**config.mk**
```make
export PLATFORM = sky130hd
export DESIGN_NAME = memory_map_line_parser
export DESIGN_NICKNAME = d
export VERILOG_FILES = /design/src/hw/rtl/mmlp_pkg.sv /design/src/hw/rtl/mmlp_digit_acc.sv /design/src/hw/rtl/memory_map_line_parser.sv
export SDC_FILE = /design/constraint.sdc
export NUM_CORES = 1
export LEC_CHECK = 0
export BUFFER_PORTS_ARGS = -buffer_cell sky130_fd_sc_hd__buf_4
export CAP_MARGIN = 20
export CORE_ASPECT_RATIO = 1.75
export CORE_MARGIN = 5
export CORE_UTILIZATION = 32
export CTS_BUF_LIST = sky130_fd_sc_hd__clkbuf_4 sky130_fd_sc_hd__clkbuf_8 sky130_fd_sc_hd__clkbuf_16
export CTS_CLUSTER_SIZE = 30
export DETAILED_ROUTE_END_ITERATION = 16
export HOLD_SLACK_MARGIN = 0.1
export PLACE_DENSITY = 0.57
export SLEW_MARGIN = 20
export SYNTH_ARGS = -nofsm -noshare
export SYNTH_HDL_FRONTEND = slang
export SYNTH_SLANG_ARGS = --single-unit
```
**constraint.sdc**
```tcl
create_clock -name clk_i -period 35.1 [get_ports clk_i]
set_input_delay 8.775 -clock clk_i [delete_from_list [all_inputs] [get_ports clk_i]]
set_output_delay 8.775 -clock clk_i [all_outputs]
set_load 0.02 [all_outputs]
```
**src/hw/rtl/mmlp_pkg.sv**
```systemverilog
// Shared types and character codes for the memory-map line parser.
// No dependencies.
package mmlp_pkg;

  // Field being parsed within the current line
  typedef enum logic [3:0] {
    PhStart  = 4'd0,
    PhEnd    = 4'd1,
    PhR      = 4'd2,
    PhW      = 4'd3,
    PhX      = 4'd4,
    PhP      = 4'd5,
    PhSp     = 4'd6,
    PhOffset = 4'd7,
    PhMajor  = 4'd8,
    PhMinor  = 4'd9,
    PhInode  = 4'd10,
    PhSkip   = 4'd11
  } phase_e;

  localparam logic [7:0] CharZero    = 8'h30;
  localparam logic [7:0] CharNine    = 8'h39;
  localparam logic [7:0] CharLowA    = 8'h61;
  localparam logic [7:0] CharLowF    = 8'h66;
  localparam logic [7:0] CharUpA     = 8'h41;
  localparam logic [7:0] CharUpF     = 8'h46;
  localparam logic [7:0] CharDash    = 8'h2d;
  localparam logic [7:0] CharColon   = 8'h3a;
  localparam logic [7:0] CharSpace   = 8'h20;
  localparam logic [7:0] CharTab     = 8'h09;
  localparam logic [7:0] CharNewline = 8'h0a;
  localparam logic [7:0] CharR       = 8'h72;
  localparam logic [7:0] CharW       = 8'h77;
  localparam logic [7:0] CharX       = 8'h78;
  localparam logic [7:0] CharP       = 8'h70;
  localparam logic [7:0] CharS       = 8'h73;

  // Permission bit positions in the saved flags
  localparam int unsigned PermRd = 0;
  localparam int unsigned PermWr = 1;
  localparam int unsigned PermEx = 2;
  localparam int unsigned PermPv = 3;

endpackage

```
**src/hw/rtl/mmlp_digit_acc.sv**
```systemverilog
// Digit decode and saturating shift-add step for hex and decimal numbers.
// Depends on mmlp_pkg for character codes.
module mmlp_digit_acc #(
  parameter int unsigned VALUE_WIDTH = 64
) (
  input  logic [7:0]             text_byte_i,
  input  logic                   decimal_i,
  input  logic [VALUE_WIDTH-1:0] acc_i,
  output logic                   is_digit_o,
  output logic [VALUE_WIDTH-1:0] acc_o
);

  localparam int unsigned ExtWidth = VALUE_WIDTH + 4;

  logic                is_dec;
  logic                is_lower;
  logic                is_upper;
  logic [3:0]          digit;
  logic                hex_ovf;
  logic [ExtWidth-1:0] acc_ext;
  logic [ExtWidth-1:0] dec_sum;
  logic                dec_ovf;

  assign is_dec   = (text_byte_i >= mmlp_pkg::CharZero) && (text_byte_i <= mmlp_pkg::CharNine);
  assign is_lower = (text_byte_i >= mmlp_pkg::CharLowA) && (text_byte_i <= mmlp_pkg::CharLowF);
  assign is_upper = (text_byte_i >= mmlp_pkg::CharUpA) && (text_byte_i <= mmlp_pkg::CharUpF);

  assign is_digit_o = is_dec || (!decimal_i && (is_lower || is_upper));

  // letters: low nibble of 'a'/'A' is 1, so add 9
  assign digit = is_dec ? text_byte_i[3:0] : 4'(text_byte_i[3:0] + 4'd9);

  // hex: x*16 overflows exactly when the top nibble is non-zero
  assign hex_ovf = |acc_i[VALUE_WIDTH-1 -: 4];

  // decimal: x*10 + d = x*8 + x*2 + d, checked in a widened sum
  assign acc_ext = ExtWidth'(acc_i);
  assign dec_sum = (acc_ext << 3) + (acc_ext << 1) + ExtWidth'(digit);
  assign dec_ovf = |dec_sum[ExtWidth-1 -: 4];

  always_comb begin
    if (decimal_i) begin
      acc_o = dec_ovf ? '1 : dec_sum[VALUE_WIDTH-1:0];
    end else begin
      acc_o = hex_ovf ? '1 : {acc_i[VALUE_WIDTH-5:0], digit};
    end
  end

endmodule

```
**src/hw/rtl/memory_map_line_parser.sv**
```systemverilog
// Memory-map line parser: one text byte per transfer, one record per newline.
// Pipeline: a byte is registered on transfer and parsed from the input register; a
// newline's record is then loaded into the output register unless a record waits.
// Throughput: one byte per cycle; input stalls only while a record waits.
// Reset (rst_ni low, asynchronous): empty pipeline, parser at the start field.
// Depends on mmlp_pkg and mmlp_digit_acc.
module memory_map_line_parser #(
  parameter int unsigned VALUE_WIDTH  = 64,
  parameter int unsigned COLUMN_WIDTH = 12
) (
  input  logic        clk_i,
  input  logic        rst_ni,
  // byte channel
  input  logic        in_valid_i,
  output logic        in_stall_o,
  input  logic [7:0]  text_byte_i,
  // record channel
  output logic        out_valid_o,
  input  logic        out_stall_i,
  output logic [63:0] range_start_o,
  output logic [63:0] range_end_o,
  output logic        readable_o,
  output logic        writable_o,
  output logic        executable_o,
  output logic        private_map_o,
  output logic [63:0] file_offset_o,
  output logic [31:0] dev_major_o,
  output logic [31:0] dev_minor_o,
  output logic [63:0] inode_number_o,
  output logic        status_o,
  output logic [11:0] error_column_o
);

  localparam logic [63:0] DevMax = 64'h0000_0000_FFFF_FFFF;

  // ---------------------------------------------------------------------------
  // Input register
  // ---------------------------------------------------------------------------
  logic       in_valid_q;
  logic [7:0] byte_q;
  logic       advance;   // the held byte is consumed this cycle
  logic       in_xfer;

  assign in_stall_o = in_valid_q && !advance;
  assign in_xfer    = in_valid_i && !in_stall_o;

  always_ff @(posedge clk_i or negedge rst_ni) begin
    if (!rst_ni) begin
      in_valid_q <= 1'b0;
    end else if (in_xfer) begin
      in_valid_q <= 1'b1;
    end else if (advance) begin
      in_valid_q <= 1'b0;
    end
  end

  always_ff @(posedge clk_i) begin
    if (in_xfer) begin
      byte_q <= text_byte_i;
    end
  end

  // ---------------------------------------------------------------------------
  // Parser state
  // ---------------------------------------------------------------------------
  mmlp_pkg::phase_e         phase_q, phase_d;
  logic [VALUE_WIDTH-1:0]   acc_q, acc_d;       // number in progress; inode once skipping
  logic                     digit_seen_q, digit_seen_d;
  logic [VALUE_WIDTH-1:0]   start_q, start_d;
  logic [VALUE_WIDTH-1:0]   end_q, end_d;
  logic [VALUE_WIDTH-1:0]   offset_q, offset_d;
  logic [31:0]              major_q, major_d;
  logic [31:0]              minor_q, minor_d;
  logic [3:0]               perm_q, perm_d;
  logic                     err_q, err_d;
  logic [COLUMN_WIDTH-1:0]  col_q, col_d;
  logic [COLUMN_WIDTH-1:0]  bad_col_q, bad_col_d;

  logic                     is_digit;
  logic [VALUE_WIDTH-1:0]   acc_step;
  logic                     is_newline;
  logic                     is_blank;
  logic [COLUMN_WIDTH-1:0]  col_inc;
  logic [7:0]               want;
  logic [31:0]              acc_dev;
  logic                     rec_load;
  logic                     rec_ok;
  logic [COLUMN_WIDTH-1:0]  rec_col;

  mmlp_digit_acc #(
    .VALUE_WIDTH(VALUE_WIDTH)
  ) u_digit_acc (
    .text_byte_i(byte_q),
    .decimal_i  (phase_q == mmlp_pkg::PhInode),
    .acc_i      (acc_q),
    .is_digit_o (is_digit),
    .acc_o      (acc_step)
  );

  assign is_newline = (byte_q == mmlp_pkg::CharNewline);
  assign is_blank   = (byte_q == mmlp_pkg::CharSpace) || (byte_q == mmlp_pkg::CharTab);

  // saturating 1-based column of the held byte
  assign col_inc = (col_q != '1) ? col_q + 1'b1 : col_q;

  // device numbers saturate at 32 bits
  assign acc_dev = (64'(acc_q) > DevMax) ? '1 : 32'(64'(acc_q));

  // a newline stalls only when the previous record is still waiting
  assign advance  = !(is_newline && out_valid_o && out_stall_i);
  assign rec_load = in_valid_q && is_newline && advance;

  // newline before the inode is complete is itself the bad character
  assign rec_ok  = !err_q && ((phase_q == mmlp_pkg::PhInode) || (phase_q >= mmlp_pkg::PhSkip));
  assign rec_col = err_q ? bad_col_q : col_inc;

  always_comb begin
    case (phase_q)
      mmlp_pkg::PhStart: want = mmlp_pkg::CharDash;
      mmlp_pkg::PhMajor: want = mmlp_pkg::CharColon;
      default:           want = mmlp_pkg::CharSpace;
    endcase
  end

  always_comb begin
    phase_d      = phase_q;
    acc_d        = acc_q;
    digit_seen_d = digit_seen_q;
    start_d      = start_q;
    end_d        = end_q;
    offset_d     = offset_q;
    major_d      = major_q;
    minor_d      = minor_q;
    perm_d       = perm_q;
    err_d        = err_q;
    col_d        = col_q;
    bad_col_d    = bad_col_q;

    if (in_valid_q && advance) begin
      col_d = col_inc;
      if (is_newline) begin
        // record goes out; start the next line afresh
        phase_d      = mmlp_pkg::PhStart;
        acc_d        = '0;
        digit_seen_d = 1'b0;
        start_d      = '0;
        end_d        = '0;
        offset_d     = '0;
        major_d      = '0;
        minor_d      = '0;
        perm_d       = '0;
        err_d        = 1'b0;
        col_d        = '0;
        bad_col_d    = '0;
      end else if (!err_q) begin
        case (phase_q)
          mmlp_pkg::PhStart, mmlp_pkg::PhEnd, mmlp_pkg::PhOffset,
          mmlp_pkg::PhMajor, mmlp_pkg::PhMinor, mmlp_pkg::PhInode: begin
            if (is_digit) begin
              acc_d        = acc_step;
              digit_seen_d = 1'b1;
            end else if (!digit_seen_q && is_blank) begin
              // leading blank, skipped
            end else if (byte_q != want) begin
              err_d     = 1'b1;
              bad_col_d = col_inc;
              phase_d   = mmlp_pkg::PhSkip;
            end else begin
              acc_d        = '0;
              digit_seen_d = 1'b0;
              case (phase_q)
                mmlp_pkg::PhStart: begin
                  start_d = acc_q;
                  phase_d = mmlp_pkg::PhEnd;
                end
                mmlp_pkg::PhEnd: begin
                  end_d   = acc_q;
                  phase_d = mmlp_pkg::PhR;
                end
                mmlp_pkg::PhOffset: begin
                  offset_d = acc_q;
                  phase_d  = mmlp_pkg::PhMajor;
                end
                mmlp_pkg::PhMajor: begin
                  major_d = acc_dev;
                  phase_d = mmlp_pkg::PhMinor;
                end
                mmlp_pkg::PhMinor: begin
                  minor_d = acc_dev;
                  phase_d = mmlp_pkg::PhInode;
                end
                default: begin
                  // inode done: hold it while the path is skipped
                  acc_d   = acc_q;
                  phase_d = mmlp_pkg::PhSkip;
                end
              endcase
            end
          end
          mmlp_pkg::PhR: begin
            if (byte_q == mmlp_pkg::CharR) begin
              perm_d[mmlp_pkg::PermRd] = 1'b1;
              phase_d = mmlp_pkg::PhW;
            end else if (byte_q == mmlp_pkg::CharDash) begin
              phase_d = mmlp_pkg::PhW;
            end else begin
              err_d     = 1'b1;
              bad_col_d = col_inc;
              phase_d   = mmlp_pkg::PhSkip;
            end
          end
          mmlp_pkg::PhW: begin
            if (byte_q == mmlp_pkg::CharW) begin
              perm_d[mmlp_pkg::PermWr] = 1'b1;
              phase_d = mmlp_pkg::PhX;
            end else if (byte_q == mmlp_pkg::CharDash) begin
              phase_d = mmlp_pkg::PhX;
            end else begin
              err_d     = 1'b1;
              bad_col_d = col_inc;
              phase_d   = mmlp_pkg::PhSkip;
            end
          end
          mmlp_pkg::PhX: begin
            if (byte_q == mmlp_pkg::CharX) begin
              perm_d[mmlp_pkg::PermEx] = 1'b1;
              phase_d = mmlp_pkg::PhP;
            end else if (byte_q == mmlp_pkg::CharDash) begin
              phase_d = mmlp_pkg::PhP;
            end else begin
              err_d     = 1'b1;
              bad_col_d = col_inc;
              phase_d   = mmlp_pkg::PhSkip;
            end
          end
          mmlp_pkg::PhP: begin
            if (byte_q == mmlp_pkg::CharP) begin
              perm_d[mmlp_pkg::PermPv] = 1'b1;
              phase_d = mmlp_pkg::PhSp;
            end else if (byte_q == mmlp_pkg::CharS) begin
              phase_d = mmlp_pkg::PhSp;
            end else begin
              err_d     = 1'b1;
              bad_col_d = col_inc;
              phase_d   = mmlp_pkg::PhSkip;
            end
          end
          mmlp_pkg::PhSp: begin
            if (byte_q == mmlp_pkg::CharSpace) begin
              phase_d = mmlp_pkg::PhOffset;
            end else begin
              err_d     = 1'b1;
              bad_col_d = col_inc;
              phase_d   = mmlp_pkg::PhSkip;
            end
          end
          default: begin
            // path text: ignored up to the newline
          end
        endcase
      end
    end
  end

  always_ff @(posedge clk_i or negedge rst_ni) begin
    if (!rst_ni) begin
      phase_q      <= mmlp_pkg::PhStart;
      acc_q        <= '0;
      digit_seen_q <= 1'b0;
      start_q      <= '0;
      end_q        <= '0;
      offset_q     <= '0;
      major_q      <= '0;
      minor_q      <= '0;
      perm_q       <= '0;
      err_q        <= 1'b0;
      col_q        <= '0;
      bad_col_q    <= '0;
    end else begin
      phase_q      <= phase_d;
      acc_q        <= acc_d;
      digit_seen_q <= digit_seen_d;
      start_q      <= start_d;
      end_q        <= end_d;
      offset_q     <= offset_d;
      major_q      <= major_d;
      minor_q      <= minor_d;
      perm_q       <= perm_d;
      err_q        <= err_d;
      col_q        <= col_d;
      bad_col_q    <= bad_col_d;
    end
  end

  // ---------------------------------------------------------------------------
  // Output register: an error record carries only status and column
  // ---------------------------------------------------------------------------
  logic out_valid_q;

  assign out_valid_o = out_valid_q;

  always_ff @(posedge clk_i or negedge rst_ni) begin
    if (!rst_ni) begin
      out_valid_q <= 1'b0;
    end else if (rec_load) begin
      out_valid_q <= 1'b1;
    end else if (!out_stall_i) begin
      out_valid_q <= 1'b0;
    end
  end

  always_ff @(posedge clk_i) begin
    if (rec_load) begin
      range_start_o  <= rec_ok ? 64'(start_q) : '0;
      range_end_o    <= rec_ok ? 64'(end_q) : '0;
      readable_o     <= rec_ok && perm_q[mmlp_pkg::PermRd];
      writable_o     <= rec_ok && perm_q[mmlp_pkg::PermWr];
      executable_o   <= rec_ok && perm_q[mmlp_pkg::PermEx];
      private_map_o  <= rec_ok && perm_q[mmlp_pkg::PermPv];
      file_offset_o  <= rec_ok ? 64'(offset_q) : '0;
      dev_major_o    <= rec_ok ? major_q : '0;
      dev_minor_o    <= rec_ok ? minor_q : '0;
      inode_number_o <= rec_ok ? 64'(acc_q) : '0;
      status_o       <= !rec_ok;
      error_column_o <= rec_ok ? '0 : 12'(rec_col);
    end
  end

endmodule
```
# --- Word level (Yosys, flattened, before mapping) ---
# Index checks and enable logic that the tools add are counted.
# W data, S select, Z words.
classes:
  addsub: 4
  multipliers: 0
  div: 0
  magnitude_cmp: 8
  n_eq_ne: 38
  shift: 0
  n_mux: 113
  n_bitwise: 0
  n_reduce_logical: 61
op_table:
  columns: ["op", "n"]
  rows:
  - ["$mux W64", 31]
  - ["$mux W32", 15]
  - ["$mux W12", 15]
  - ["$pmux W12 S6", 1]
  - ["$add A67 B65 Y68", 1]
  - ["$add A68 B4 Y68", 1]
  - ["$mux W4", 17]
  - ["$gt A64 B32 Y1 const B", 1]
  - ["$eq A8 B7 Y1 const B", 5]
  - ["$reduce_and A7 Y1", 5]
  - ["$ne A3 B3 Y1 const B", 11]
  - ["$mux W1", 30]
  - ["$reduce_bool A2 Y1", 14]
  - ["$pmux W4 S6", 1]
  - ["$pmux W4 S5", 1]
  - ["$logic_and A1 B1 Y1", 17]
  - ["$eq A4 B3 Y1 const B", 4]
  - ["$eq A8 B4 Y1 const B", 2]
  - ["$eq A8 B6 Y1 const B", 2]
  - ["$ge A8 B7 Y1 const B", 2]
  - ["$le A8 B7 Y1 const B", 2]
  - ["$reduce_and A4 Y1", 4]
  - ["$add A12 B1 Y12 const B", 1]
  - ["$eq A4 B4 Y1 const B", 3]
  - ["other kinds (23)", 38]
totals:
  regBits: 701
  latchBits: 0
  mem_bits_rw: 0
  mem_bits_ro: 0
  inputBits: 12
  output_inout_bits: 339
  word_cells: 254
  memories: 0

# --- Logic depth before layout (Yosys ltp) ---
# Gate-level depths: netlist of run 1.
logic_depth:
  word_depth: 11
  ltp_mapped: 24
  ltp_nobuf: 21

# --- Hierarchy ---
# From an unflattened synthesis of run 1, not the netlist that was laid out.
unflattened:
  cells_unflattened: 2648
  hier_area_um2: 32309.7
modules_own_cells:
  columns: ["mod", "instances", "cells_per_inst", "area_each_um2", "seq_area_each_um2"]
  rows:
  - ["memory_map_line_parser", 1, 1813, 26658.1, 19268.5]
  - ["mmlp_digit_acc", 1, 835, 5651.7, 0.0]

# --- Least setup slack after synthesis of run 1 ---
# Ideal clock, no wire load.
synth_path:
  kind: "input port to flip-flop"
  start: "input port out_stall_i"
  end: "register dev_major_o[0] (enable)"
  setup_time_ns: 1.052
  arrival_time_ns: 23.151
  required_ns: 34.048
  path_slack_ns: 10.897
  stages: 3
  path_buffers: 0
  path_cell_list: "nand2_1 > o21ai_0 > nor2_1"
synth_via:
  elab_chain_len: 3
synth_rtl:
  columns: ["item", "line", "source"]
  rows:
  - ["start: declaration", "memory_map_line_parser.sv:19", "input logic out_stall_i,"]
  - ["$logic_and A1 B1 Y1", "memory_map_line_parser.sv:110", "assign advance = !(is_newline && out_valid_o && out_stall_i);"]
  - ["$logic_not A1 Y1", "memory_map_line_parser.sv:110", null]
  - ["$logic_and A1 B1 Y1", "memory_map_line_parser.sv:111", "assign rec_load = in_valid_q && is_newline && advance;"]
  - ["named net rec_load", "memory_map_line_parser.sv:86", "logic rec_load;"]
  - ["end signal: assignment", "memory_map_line_parser.sv:321", "dev_major_o <= rec_ok ? major_q : '0;"]
  - ["end: declaration", "memory_map_line_parser.sv:27", "output logic [31:0] dev_major_o,"]
# The timed path passes the listed nets, and every way through them passes these cells.
# A chain may end at the register's enable or synchronous reset.

# --- Worst setup path in the final report of run 1 ---
layout_path:
  start: "input port out_stall_i"
  end: "output port in_stall_o"
layout_via:
  elab_chain_len: 2
layout_rtl:
  columns: ["item", "line", "source"]
  rows:
  - ["$logic_and A1 B1 Y1", "memory_map_line_parser.sv:110", null]
  - ["$logic_and A1 B1 Y1", "memory_map_line_parser.sv:44", "assign in_stall_o = in_valid_q && !advance;"]
  - ["end: declaration", "memory_map_line_parser.sv:15", "output logic in_stall_o,"]
# No other way between the ends.

==> summary.md, run 1 <==
| Metric | Value |
|---|---|
| Status | complete, no violations |
| Multi-input logic area | 12500 sq um |
| Yosys warns | 0 |
| Max Clock Skew | 35.4 ps |
| Setup ws final | 17120 ps |
| Worst Path Arrival | 9200 ps |
| Critical Path Fanout Max | 3 |
| TritonCTS Buffers | 70 |
| Final period utilization | 0.512 |
| Ys flop type | dfrtp_1 |
| Pwr per Cell Area | 48.4 nW/um^2 |
| CP startpoint kind | input pin |
| Initial antenna violation count | 1 |
| Worst setup EP type | primary output |
| Place WS | 17110 ps |
| Cell Area, Synth | 32700 sq um |
| Pre-Repair DR Iteration Count | 5 |
| Post-DR wirelength/cell | 19.9 um |
| Leak pwr | 16.7 nW |
| Vias | 22700 |
| CP Cell Sequence | buf_4 > nand4_1 > inv_1 > buf_4 |
| Tot GR Track Use | 0.165 |
| GRT overflow | 0 |
| Die Y | 433 um |
| Drt drc | 0 |
| RSZ-0062 raised after global routing | no |
| Hold_sp | start_q[26]$_DFFE_PN0P_ |
| CTS max path bufs | 3 |
| Most frequent CP cell | buf_4 |
| Filler cells | 10000 |
| WP data required | 26320 ps |
| Max-cap check violation count | 0 |
| Hold path cells | 2 |
| R2R Path End | acc_q[46]$_DFFE_PN0P_ |
| Final Hold Vio Count | 0 |
| Core footprint | 102000 sq um |
| Worst-Margin Slew | 1140 ps |
| Drt total wl | 91.8 mm |
| Root Driver | clkbuf_16 |
| CTS resizes | 0 |
| Num rows | 155 |
| Detail-routed via count per cell | 4.93 |
| First-pass GRT wire length | 140 mm |
| Sequential cell area | 19300 sq um |
| Worst min-delay path class | reg -> reg |
| CTS clock-pin slew for the worst setup and hold paths | 60 ps |
| Worst path top cell family by delay | buffers and inverters |
| Highest clock rate | 0.0556 GHz |
| Reg2reg setup slack | 28890 ps |
| Hpwl dp | 63.4 mm |
| Setup violators final | 0 |
| Mapped Nets | 3104 |
| Clk sinks | 701 |
| Clock latency on the worst-skew pair | 670 ps |
| Layout cells sized above 1 | 0.183 |
| Distinct cells, synth | 83 |
| CTS tree | done |
| Min Tclk post-route | 17980 ps |
| Largest net degree at the start of global routing | 204 |
| Iteration-0 DRC Markers | 1127 |
| Register area share after synthesis | 0.590 |
| Max stage delay on crit path | 150 ps |
| Flops & latches, synth | 701 |
| Layout area overhead | 18.8% |
| Port Buffers | 350 |
| CP max-delay cell | buf_4 |
| GP Congestion | 0.885 |
| Die Wd | 252 um |
| Die Area | 109000 sq um |
| Hold-fix buffers, CTS | 0 |
| Slew Viols, Final | 0 |
| Final net count | 3369 |
| Relative slew slack | 0.239 |
| Buf+Inv Stages, Crit Path | 3 |
| Vias in the first global route | 22700 |
| Final cell count without fillers | 4615 |
| Initial Util | 0.321 |
| Synth Instances | 2958 |
| Fraction of registers with async set/reset | 0.508 |
| Avg Cell Area, Syn | 11.0 sq um |
| Worst reg2reg path startpoint | byte_q[0]$_DFFE_PP_ |
| Commonest cells after routing, fill and taps aside | nand2_1 (486), buf_4 (372), dfrtp_1 (356) |
| Worst vdd ir | 0.0458 mV |
| Total I/O pin count | 351 |
| Worst Reg-to-Reg Cells | 20 |
| H-tree Lvls | 3 |
| Routed Antenna Nets | 0 |
| Post-synth EDFFs | 345 |
| Dpl cells | 4485 |
| Kind of critical path | in -> out |
| Most common cell after layout, fill and taps aside | nand2_1 |
| Post-route setup TNS | 0 ps |
| Hold EP | start_q[26]$_DFFE_PN0P_ |
| Setup Buffers After CTS | 0 |
[final cells by class]
cell class | instances | share of cell area
clock inverters | 37 | 0.0112
diodes | 1 | 0.0000645
clock buffers | 92 | 0.0500
multi-input cells | 2043 | 0.323
inverters | 32 | 0.00310
well taps | 1334 | 0.0430
flip-flops and latches | 701 | 0.497
repair buffers | 375 | 0.0734
[report_power, final]
part / switching (mW) / total (mW) / internal [mW]
Combinational: 0.144 / 0.195 / 0.0513
Sequential: 0.0282 / 0.904 / 0.876
Clock: 0.332 / 0.779 / 0.447
[how the worst max path moves through the flow]
stage | start | to | slack, ps | cells past startpoint
floorplan | out_stall_i | dev_major_o[0]$_SDFFCE_PN0P_ | 10900 | 3
global placement | out_stall_i | in_stall_o | 17120 | 4
detailed placement | out_stall_i | in_stall_o | 17110 | 4
CTS | out_stall_i | in_stall_o | 17110 | 4
global route | out_stall_i | in_stall_o | 17050 | 4
finish | out_stall_i | in_stall_o | 17120 | 4
[flip-flops by register name (all words and copies together), names as in the netlist, 4 cells and up]
name            count
acc_q              64
end_q              64
file_offset_o      64
inode_number_o     64
offset_q           64
range_end_o        64
range_start_o      64
start_q            64
dev_major_o        32
dev_minor_o        32
major_q            32
minor_q            32
bad_col_q          12
col_q              12
error_column_o     12
byte_q              8
perm_q              4
phase_q             4
[routing by layer]
| metal | vias up | track usage | share of wire |
|---|---|---|---|
| met2 | 574 | 0.301 | 0.53 |
| li1 | 11000 | - | - |
| met1 | 11100 | 0.199 | 0.41 |
| met3 | 143 | 0.0241 | 0.040 |
| met4 | 0 | 0.0540 | 0.029 |
| met5 | - | 0 | 0 |
[per-stage QoR]
step	utilization	power (mW)	instance area, sq um	hold slack, ps
after floorplan	-	1.05	32700	442
after global placement	0.358	1.12	36400	453
after detailed placement	0.358	1.12	36400	462
after CTS	0.381	1.91	38800	476
after global routing	0.381	1.96	38800	490
final	0.381	1.88	38800	467
[synth_stat cells, types with 5 or more instances]
| library cell | number | area, sq um |
|---|---|---|
| a21oi_2 | 11 | 96.3 |
| and2_1 | 331 | 2070 |
| nor2b_1 | 9 | 56.3 |
| a21oi_1 | 186 | 931 |
| ha_1 | 132 | 1650 |
| and3_1 | 9 | 56.3 |
| nand2b_1 | 13 | 81.3 |
| xor2_1 | 24 | 210 |
| nand3_1 | 31 | 155 |
| o221ai_2 | 40 | 601 |
| clkbuf_1 | 114 | 428 |
| or3_1 | 9 | 56.3 |
| nand2_1 | 488 | 1830 |
| a31oi_1 | 11 | 68.8 |
| buf_6 | 13 | 146 |
| inv_1 | 30 | 113 |
| o21ai_1 | 84 | 420 |
| a22oi_1 | 7 | 52.6 |
| nor4_1 | 15 | 93.8 |
| a21o_1 | 27 | 203 |
| o211ai_1 | 10 | 75.1 |
| buf_1 | 6 | 22.5 |
| buf_2 | 45 | 225 |
| o221ai_1 | 22 | 193 |
| o21a_1 | 13 | 97.6 |
| edfxtp_1 | 345 | 10400 |
| a211oi_1 | 10 | 75.1 |
| a211oi_2 | 5 | 62.6 |
| nor3_1 | 15 | 75.1 |
| xnor2_1 | 45 | 394 |
| nand4_1 | 36 | 225 |
| o21bai_1 | 14 | 105 |
| o21ai_0 | 201 | 1010 |
| mux2_2 | 14 | 158 |
| dfrtp_1 | 356 | 8910 |
| nor2_1 | 164 | 616 |
[cell families (layout without fill, tap and decap cells)]
kind of cell / count (synthesis) / count (layout) / share of synthesized area
compound gates: 686 / 686 / 0.137
xor+xnor: 69 / 69 / 0.0185
fa+ha+maj: 134 / 134 / 0.0518
buf+inv: 214 / 536 / 0.0298
flops: 701 / 701 / 0.590
mux: 17 / 17 / 0.00574
other cells: 0 / 1 / 0
simple gates: 1137 / 1137 / 0.167
[worst reg2reg max path, delay by kind of cell, from the launching register on]
kind                       cells  cell delay [ps]
buffers and inverters          2              580
xor gates and xnor gates       1              290
AOI/OAI and AO/OA             10             2180
adders and majority gates      3             1110
and+or+nand+nor                4             1420
DFF                            1              500
Power figures use the tool's default switching activity.
==> inputs of run 2 (changes only) <==
- PLACE_DENSITY: 0.57 -> 0.58
- clock period: 35.1 -> 15.25 ns (I/O delays scaled with it)
==> run 2 against run 1 <==
Compared with the run above:
- first-iteration DRC count rose by 3.9%
- count of clock-buffer cells in the layout grew 2
- via count grew 0.23%
- setup slack worse by 9900 ps
- clock power rose to 2.5 times the previous value
==> summary.md, run 2 (synthesized netlist as in run 1, its figures left out) <==
| Metric | Value |
|---|---|
| Routed Antenna Nets | 0 (unchanged) |
| CTS tree | done |
| Initial Util | 0.321 (unchanged) |
| Ant diodes | 0 (-1) |
| Max Clock Skew | 31.4 ps (-3.99 ps) |
| TritonCTS Buffers | 71 (+1.4%) |
| Die Wd | 252 um (unchanged) |
| Critical Path Fanout Max | 3 (unchanged) |
| Worst vdd ir | 0.0999 mV (+120%) |
| Num rows | 155 (unchanged) |
| Worst min-delay path class | reg -> reg |
| CTS max path bufs | 3 (unchanged) |
| RSZ-0062 raised after global routing | no |
| Kind of critical path | in -> out |
| Die Y | 433 um (unchanged) |
| Min Tclk post-route | 8060 ps |
| Filler cells | 9999 (-0.050%) |
| Worst Path Arrival | 4250 ps (-4950 ps) |
| Drt drc | 0 (unchanged) |
| Most common cell after layout, fill and taps aside | nand2_1 |
| CTS clock-pin slew for the worst setup and hold paths | 60 ps (about the same) |
| Status | complete, no violations |
| Iteration-0 DRC Markers | 1171 (+3.9%) |
| Pre-Repair DR Iteration Count | 5 (unchanged) |
| Leak pwr | 16.8 nW (+0.78%) |
| Sequential cell area | 19300 sq um (unchanged) |
| Post-DR wirelength/cell | 20.0 um (+0.72%) |
| Clk sinks | 701 (unchanged) |
| Layout area overhead | 19.5% |
| Relative slew slack | 0.333 (+0.0940) |
| Multi-input logic area | 12500 sq um (unchanged) |
| Commonest cells after routing, fill and taps aside | nand2_1 (486), buf_4 (371), dfrtp_1 (356) |
| Vias in the first global route | 23100 (+1.8%) |
| Largest net degree at the start of global routing | 157 (-23%) |
| Slew Viols, Final | 0 (unchanged) |
| Post-route setup TNS | 0 ps (unchanged) |
| Clock latency on the worst-skew pair | 670 ps (about the same) |
| Die Area | 109000 sq um (unchanged) |
| Core footprint | 102000 sq um (unchanged) |
| Total I/O pin count | 351 (unchanged) |
| Tot GR Track Use | 0.165 (+0.000491) |
| WP data required | 11440 ps (-14880 ps) |
| Hold_sp | offset_q[1]$_DFFE_PN0P_ |
| Setup ws final | 7190 ps (-9940 ps) |
| Detail-routed via count per cell | 4.94 (+0.21%) |
| Layout cells sized above 1 | 0.185 (+0.00263) |
| Setup Buffers After CTS | 0 (unchanged) |
| Initial antenna violation count | 0 (-1) |
| Setup violators final | 0 (unchanged) |
| Worst setup EP type | primary output |
| Worst-Margin Slew | 1000 ps (-141 ps) |
| CP startpoint kind | input pin |
| Port Buffers | 350 (unchanged) |
| GRT overflow | 0 (unchanged) |
| Drt total wl | 92.5 mm (+0.74%) |
| Place WS | 7170 ps (-9940 ps) |
| Pwr per Cell Area | 115 nW/um^2 (+140%) |
| Worst reg2reg path startpoint | byte_q[1]$_DFFE_PP_ |
| Highest clock rate | 0.124 GHz |
| GP Congestion | 0.900 (+1.6%) |
| H-tree Lvls | 3 (unchanged) |
| CTS resizes | 0 (unchanged) |
| First-pass GRT wire length | 140 mm (+0.21%) |
| Max-cap check violation count | 0 (unchanged) |
| Vias | 22800 (+0.23%) |
| Final Hold Vio Count | 0 (unchanged) |
| Hold-fix buffers, CTS | 0 (unchanged) |
| Worst setup path start | out_stall_i |
| Hpwl dp | 63.1 mm (-0.51%) |
| Final net count | 3370 (+0.030%) |
| Final period utilization | 0.529 |
| Root Driver | clkbuf_16 |
## run 2: final timing paths
check	endpoint	slack [ps]	cells past startpoint
max	in_stall_o	7190	4
min	offset_q[1]$_DFFE_PN0P_	470	2
max reg2reg	acc_q[46]$_DFFE_PN0P_	8930	20
min reg2reg	offset_q[1]$_DFFE_PN0P_	470	2
max in group asynchronous	major_q[28]$_DFFE_PN0P_	10470	2
min in group asynchronous	offset_q[17]$_DFFE_PN0P_	3220	1
## run 2: through the flow
stage | util | area [sq um] | hold WS [ps] | instances | power, mW
finish | 0.384 | 39100 | 468 | 4616 | 4.48
global route | 0.384 | 39100 | 491 | 4616 | 4.66
CTS | 0.383 | 39000 | 475 | 4616 | 4.55
detailed placement | 0.358 | 36400 | 462 | 4485 | 2.57
global placement | 0.358 | 36400 | 452 | 4485 | 2.57
floorplan | - | 32700 | 442 | 2958 | 2.41
## run 2: worst max-delay path, stage by stage
cell,delay [ps]
buf_4,80
nand4_1,120
inv_1,90
buf_4,140
## run 2: area by class of cell
type | instances | share of cell area
Clock inverter | 37 | 0.0145
Multi-Input combinational cell | 2043 | 0.321
Inverter | 32 | 0.00308
Timing Repair Buffer | 375 | 0.0728
Tap cell | 1334 | 0.0427
Clock buffer | 94 | 0.0528
Sequential cell | 701 | 0.493
## run 2: per-layer routing
layer,wire length [um],vias up,part of all wire,track usage
met4,3450,0,0.037,0.0667
met3,4090,153,0.044,0.0269
li1,-,11000,-,-
met2,47800,572,0.52,0.299
met1,37100,11100,0.40,0.195
met5,0,-,0,0
## run 2: report_power, final
part | total, mW | leakage [nW] | switching, mW | internal [mW]
clock network | 1.95 | 1.30 | 0.782 | 1.17
logic | 0.450 | 7.21 | 0.332 | 0.118
registers | 2.08 | 8.28 | 0.0644 | 2.02
